## src/rtl/assert_macros.svh

```systemverilog
// Assertion macros used by the RTL controller
`ifndef ASSERT_MACROS_SVH
`define ASSERT_MACROS_SVH

// Implication checked on every rising clock edge outside reset
`define ASSERT_IMPL(label, clk, rst_n, ante, cons) \
  label: assert property (@(posedge clk) disable iff (!rst_n) (ante) |-> (cons)) \
    else $error("assertion failed");

// Next-cycle implication checked outside reset
`define ASSERT_NEXT(label, clk, rst_n, ante, cons) \
  label: assert property (@(posedge clk) disable iff (!rst_n) (ante) |=> (cons)) \
    else $error("assertion failed");

`endif

```

## src/rtl/ccl_pkg.sv

```systemverilog
// ----------------------------------------------------------------------------
// ccl_pkg
// Shared types and constants for the largest connected component block.
// ----------------------------------------------------------------------------
package ccl_pkg;

  localparam int MaxV = 64;
  localparam int VW   = $clog2(MaxV);
  localparam int CW   = VW + 1;

  typedef logic [VW-1:0] vtx_t;
  typedef logic [CW-1:0] cnt_t;

  localparam logic [1:0] VERDICT_IN_LARGEST = 2'd0;
  localparam logic [1:0] VERDICT_ALL_SINGLE = 2'd1;
  localparam logic [1:0] VERDICT_GO_TARGET  = 2'd2;
  localparam logic [1:0] VERDICT_INVALID    = 2'd3;

  localparam logic [0:0] OP_EDGE  = 1'b0;
  localparam logic [0:0] OP_QUERY = 1'b1;

  localparam int REG_VERTEX_COUNT = 0;

  // controller -> datapath
  typedef struct packed {
    logic load;       // capture input transaction
    logic edge_rd;    // read both endpoint rows into registers
    logic add_edge;   // write both symmetric bits
    logic q_init;     // clear visited, counters
    logic root_chk;   // test root vertex, maybe start component
    logic root_adv;   // advance root
    logic pop;        // pop stack top into a register
    logic row_rd;     // read adjacency row of popped vertex
    logic scan;       // scan one neighbour
    logic fin;        // compute verdict from recorded stats
    logic fin_adv;    // advance target search
    logic out_load;   // load output register
  } ccl_cmd_t;

  // datapath -> controller
  typedef struct packed {
    logic is_query;
    logic edge_ok;
    logic root_done;   // all roots scanned
    logic root_new;    // current root unvisited
    logic stack_empty;
    logic scan_last;   // current neighbour is last
    logic fin_done;    // verdict ready
  } ccl_sts_t;

endpackage

```

## src/rtl/ccl_ctrl.sv

```systemverilog
// ----------------------------------------------------------------------------
// ccl_ctrl
// Sequencer for edge inserts, component walk and verdict search.
// ----------------------------------------------------------------------------
module ccl_ctrl (
  input  logic             clk,
  input  logic             rst_n,
  input  logic             in_valid,
  output logic             in_ready,
  input  logic             out_busy,
  input  ccl_pkg::ccl_sts_t sts,
  output ccl_pkg::ccl_cmd_t cmd
);
  import ccl_pkg::*;
  `include "assert_macros.svh"

  typedef enum logic [9:0] {
    S_IDLE  = 10'b00_0000_0001,
    S_DEC   = 10'b00_0000_0010,
    S_ROOT  = 10'b00_0000_0100,
    S_POP   = 10'b00_0000_1000,
    S_SCAN  = 10'b00_0001_0000,
    S_FIN   = 10'b00_0010_0000,
    S_OUT   = 10'b00_0100_0000,
    S_INIT  = 10'b00_1000_0000,
    S_EDGE  = 10'b01_0000_0000,
    S_ROW   = 10'b10_0000_0000
  } state_t;

  state_t state_r, state_nxt;

  assign in_ready = (state_r == S_IDLE);

  always_comb begin
    state_nxt = state_r;
    cmd = '0;
    unique case (state_r)
      S_IDLE: begin
        if (in_valid) begin
          cmd.load  = 1'b1;
          state_nxt = S_DEC;
        end
      end
      S_DEC: begin
        if (sts.is_query) begin
          cmd.q_init = 1'b1;
          state_nxt  = S_INIT;
        end else if (sts.edge_ok) begin
          cmd.edge_rd = 1'b1;
          state_nxt   = S_EDGE;
        end else begin
          state_nxt = S_IDLE;
        end
      end
      S_EDGE: begin
        cmd.add_edge = 1'b1;
        state_nxt    = S_IDLE;
      end
      S_INIT: state_nxt = S_ROOT;
      S_ROOT: begin
        if (sts.root_done) begin
          state_nxt = S_FIN;
        end else if (sts.root_new) begin
          cmd.root_chk = 1'b1;
          state_nxt    = S_POP;
        end else begin
          cmd.root_adv = 1'b1;
        end
      end
      S_POP: begin
        if (sts.stack_empty) begin
          cmd.root_adv = 1'b1;
          state_nxt    = S_ROOT;
        end else begin
          cmd.pop   = 1'b1;
          state_nxt = S_ROW;
        end
      end
      S_ROW: begin
        cmd.row_rd = 1'b1;
        state_nxt  = S_SCAN;
      end
      S_SCAN: begin
        cmd.scan = 1'b1;
        if (sts.scan_last) state_nxt = S_POP;
      end
      S_FIN: begin
        if (sts.fin_done) begin
          if (!out_busy) begin
            cmd.out_load = 1'b1;
            state_nxt    = S_OUT;
          end
        end else begin
          cmd.fin_adv = 1'b1;
        end
        cmd.fin = 1'b1;
      end
      S_OUT: state_nxt = S_IDLE;
      default: state_nxt = S_IDLE;
    endcase
  end

  always_ff @(posedge clk) begin
    if (!rst_n) state_r <= S_IDLE;
    else        state_r <= state_nxt;
  end

  `ASSERT_IMPL(a_onehot, clk, rst_n, 1'b1, $onehot(state_r))
  `ASSERT_NEXT(a_load_dec, clk, rst_n, cmd.load, state_r == S_DEC)
  `ASSERT_IMPL(a_out_free, clk, rst_n, cmd.out_load, !out_busy)
endmodule

```

## config.mk

```make
export PLATFORM = sky130hd
export DESIGN_NAME = ccl_ctrl
export DESIGN_NICKNAME = d
export VERILOG_FILES = /design/src/rtl/ccl_pkg.sv /design/src/rtl/ccl_ctrl.sv
export VERILOG_INCLUDE_DIRS = /design/src /design/src/rtl
export SDC_FILE = /design/constraint.sdc
export NUM_CORES = 1
export LEC_CHECK = 0
export BUFFER_PORTS_ARGS = -buffer_cell sky130_fd_sc_hd__clkbuf_2
export CAP_MARGIN = 20
export CORE_MARGIN = 2
export CORE_UTILIZATION = 50
export CTS_BUF_LIST = sky130_fd_sc_hd__clkbuf_4 sky130_fd_sc_hd__clkbuf_8
export DETAILED_ROUTE_END_ITERATION = 8
export GPL_TIMING_DRIVEN = 0
export PLACE_DENSITY_LB_ADDON = 0.12
export SLEW_MARGIN = 20
export SYNTH_ARGS = -nofsm -noshare
export SYNTH_HDL_FRONTEND = slang
export SYNTH_SLANG_ARGS = --single-unit
```

## constraint.sdc

```tcl
create_clock -name clk -period 1.9 [get_ports clk]
set_input_delay 0.285 -clock clk [delete_from_list [all_inputs] [get_ports clk]]
set_output_delay 0.285 -clock clk [all_outputs]
set_load 0.02 [all_outputs]
```

# Yosys cells after proc, flatten, opt, wreduce, memory -nomap -nowiden
# Cells that the tools add are included.
dict set report totals {
  wordCells 48
  out_inout_bits 13
  input_bits 11
  regBits 10
}
dict set report op_classes {
  reduce_logical 1
  n_eq_ne 14
  n_mux 32
}
# operator n
set ops {}
lappend ops {{10-bit two-way mux} 8}
lappend ops {{10-bit one-hot mux with 8 select lines} 1}
lappend ops {{1-bit two-way mux} 19}
lappend ops {{10-bit by 1-bit equality test with 1-bit output (second input constant)} 1}
lappend ops {{10-bit equality test (second input constant)} 1}
lappend ops {{10-bit by 2-bit equality test with 1-bit output (second input constant)} 1}
lappend ops {{10-bit by 3-bit equality test with 1-bit output (second input constant)} 1}
lappend ops {{10-bit by 4-bit equality test with 1-bit output (second input constant)} 1}
lappend ops {{10-bit by 5-bit equality test with 1-bit output (second input constant)} 1}
lappend ops {{10-bit by 6-bit equality test with 1-bit output (second input constant)} 1}
lappend ops {{10-bit by 8-bit equality test with 1-bit output (second input constant)} 1}
lappend ops {{10-bit by 9-bit equality test with 1-bit output (second input constant)} 1}
lappend ops {{9-bit two-way mux} 1}
lappend ops {{2-bit inequality test (second input constant)} 4}
lappend ops {{5-bit AND reduction} 1}
lappend ops {{3-bit two-way mux} 1}
lappend ops {{3-bit inequality test (second input constant)} 1}
lappend ops {{2-bit two-way mux} 1}
lappend ops {{1-bit one-hot mux with 2 select lines} 1}

# Depth between registers and ports, before layout
dict set report depth {
  ltp_word 3
  ltp_mapped 7
  mapped_depth_nobuf 6
}

# Worst setup path after synthesis
# Ideal clock, no wire load.
dict set report synth_timing {
  path_type {reg-to-output}
  startpoint {reg state_r[5]}
  endpoint {out cmd[9] (netlist bit)}
  t_required_ns 1.615
  path_stages_with_launch 5
  setup_slack_ns 0.119
  n_path_buf 0
  arrival_ns 1.496
  path_cell_list {dfxtp_1 nor2_1 nand2_1 nor4_1 nor4bb_1}
}
# element line
set synth_rtl {}
lappend synth_rtl {{from (decl)} ccl_ctrl.sv:30} ;# state_t state_r, state_nxt;
lappend synth_rtl {{from (signal assigned)} ccl_ctrl.sv:105} ;# else state_r <= state_nxt;
lappend synth_rtl {{to (decl)} ccl_ctrl.sv:12} ;# output ccl_pkg::ccl_cmd_t cmd

==> out/metrics.yaml <==
run_status:
  status: "finished, violations left"
  failed_checks: "negative setup slack"
clock_tree:
  cts_max_level: 1
  cts.sinks: 10
  clkTransAtPathRegs_ns: 0.08
  numCtsBuffers: 3
  worstSkewPairLatency_ns: 0.27
  cts_tree: "yes"
  cts_root_buf: "clkbuf_4"
  cts.path.max_buffers: 2
final_layout:
  fin_nets: 142
  layout_common_cells: "clkbuf_2, nor2_1, buf_4, dfxtp_2, nand2_1"
  largest_registers: "state_r (10)"
  final_layout_size_suffix_gt1_share_pct: 51.9
  top_register: "state_r"
  largest_reg_flops: 10
  diodes: 0
  syn_to_final_growth_pct: 47.1
  final_common_cell: "clkbuf_2"
sta:
  rsz0062_at_grt: "yes"
  slew_viol_final: 0
  fin_setup_tns_ns: -0.0587
  max_clock_freq_ghz: 0.511
  setup_slack_ns: -0.0587
  period_share_pct: 103
  finalSetupViolations: 1
  worstMarginPinSlew_ns: 0.369
  slew_headroom_pct: 75.2
  fin_crit_ns: 1.96
  fin_skew_ns: 0.00695
  finalHoldViolCount: 0
global_route:
  grt_max_degree: 10
  globalRoute.totalOverflow: 0
  grt_usage_pct: 24.7
  grt_pass1_vias: 664
  antenna_found_initial: 0
  grt_pass1_wl_um: 2690
synthesis:
  synth.avg_cell_area_sq_um: 7.30
  synth_cell_types: 35
  synth.net_count: 106
  ys_ff_latch: 10
  syn_inst: 95
  yosysSeqAreaShare_pct: 28.9
  synth-warning-count: 0
  syn_area_sq_um: 693
floorplanning:
  die_h_um: 41.2
  pin_count: 24
  core_sq_um: 1300
  start_util_pct: 53.3
  die_x_um: 41.2
  row_count: 13
  dieArea_sq_um: 1700
worst_hold_path:
  hp-start: "sts[2]"
  min-delay-path-class: "in2reg"
  hold_end: "state_r[9]"
  whs_path_depth: 2
pwr:
  p_leak_nw: 0.465
  p_total_uw: 592
  p_per_area_nw_per_um2: 580
  ir_drop_mv: 0.439
placement:
  place_hpwl_um: 1370
  place.gp.congestion: 0.912
  port_buffers: 23
routing:
  drt_pass1_iterations: 4
  drt_iter0_drc: 28
  dr_total_vias: 810
  drc: 0
  viasPerCell: 5.63
  routed_wl_um: 2140
  wl_per_cell_um: 14.8
  antenna_left: 0
critical_path:
  regToRegSetupSlack_ns: 0.12
  cp-end-kind: "output port"
  setup.worst_path.start_class: "flop"
  path_max_fanout: 7
  rr_worst_depth: 7
  worst_ep_arrival_time_ns: 1.67
  critPathKind: "reg2out"
  r2r-start: "state_r[2]"
  crit_required_ns: 1.62
  r2r_end: "state_r[0]"
job:
  drv_cap: 0
-- worst max-delay path by stage --
stage                     startpoint  endpoint  depth (start not counted)
final                     state_r[2]    cmd[3]                          4
after global routing      state_r[2]    cmd[3]                          4
after CTS                 state_r[1]    cmd[9]                          5
after detailed placement  state_r[5]   cmd[10]                          7
after global placement    state_r[5]   cmd[10]                          7
after floorplan           state_r[5]    cmd[9]                          4
-- cell families (layout without fill, tap and decap cells) --
group | count (synthesis) | in the layout | synth area share (%)
XOR/XNOR | 2 | 2 | 2.53
multiplexers | 1 | 1 | 1.44
AO/OA/AOI/OAI | 15 | 15 | 15.0
AND/OR/NAND/NOR | 58 | 58 | 46.8
buffers and inverters | 9 | 43 | 5.41
flip-flops | 10 | 10 | 28.9
-- critical path, cell delays in order, from the launching register on --
cell and delay, ns:
dfxtp_2 0.39, nor4_4 0.43, nand2_1 0.18, nor2_1 0.22
buf_4 0.19
-- per-stage QoR --
step                      instances  hold WS (ns)  cell area [sq um]  util [%]  setup slack (ns)
final                           144         0.221               1020      78.4           -0.0587
after global routing            144         0.223               1020      78.4            -0.121
after CTS                       138         0.211                898      69.0           -0.0199
after detailed placement        133         0.499                827      63.6             0.154
after global placement          133         0.493                827      63.6             0.143
after floorplan                  95         0.355                693         -             0.119
-- Yosys cell counts (all sizes together) --
| library cell | n | area [sq um] |
|---|---|---|
| nand2b | 3 | 18.8 |
| nand4b | 2 | 17.5 |
| nor2 | 23 | 96.4 |
| nor3 | 5 | 40.0 |
| xnor2 | 1 | 8.76 |
| and3b | 1 | 8.76 |
| nand3 | 4 | 25.0 |
| xor2 | 1 | 8.76 |
| nor4 | 3 | 25.0 |
| or2 | 1 | 8.76 |
| nor2b | 3 | 18.8 |
| o31ai | 1 | 7.51 |
| a21oi | 3 | 15.0 |
| a2bb2oi | 1 | 15.0 |
| and2 | 1 | 6.26 |
| o32a | 1 | 10.0 |
| nor4bb | 1 | 10.0 |
| nand4 | 2 | 12.5 |
| inv | 6 | 22.5 |
| a21boi | 2 | 15.0 |
| mux2i | 1 | 10.0 |
| a22oi | 1 | 7.51 |
| and3 | 1 | 6.26 |
| dfxtp | 10 | 200 |
| nand2 | 8 | 30.0 |
| o21ai | 6 | 33.8 |
| buf | 3 | 15.0 |
-- routing by layer --
layer	track usage (%)	part of all wire, %	routed length (um)	up-vias
met1	29.7	39	842	355
met5	0	0	0	-
met2	41.4	47	1010	52
met4	12.1	2.9	61	0
met3	4.89	10	222	8
li1	-	-	-	395
-- what timing repair did --
| action | CTS | global route |
|---|---|---|
| buffers inserted | 2 | 8 |
| hold buffers | 0 | 0 |
| setup endpoints to repair | 11 | 12 |
| pin swaps | 2 | 9 |
| gates resized for setup | 7 | 28 |
-- where the power goes --
| part | total [mW] | internal (mW) | switching, mW |
|---|---|---|---|
| logic | 0.193 | 0.0835 | 0.110 |
| clock network | 0.153 | 0.0732 | 0.0795 |
| registers | 0.246 | 0.221 | 0.0249 |
| total | 0.592 | 0.378 | 0.214 |
-- layout make-up --
class	instances	area (sq um)
Clock buffer	3	22.5
Buffer	1	11.3
Tap cell	15	18.8
Fill cell	101	282
Multi-Input combinational cell	76	534
Timing Repair Buffer	33	199
Sequential cell	10	211
Inverter	6	22.5
Power figures use the tool's default switching activity.
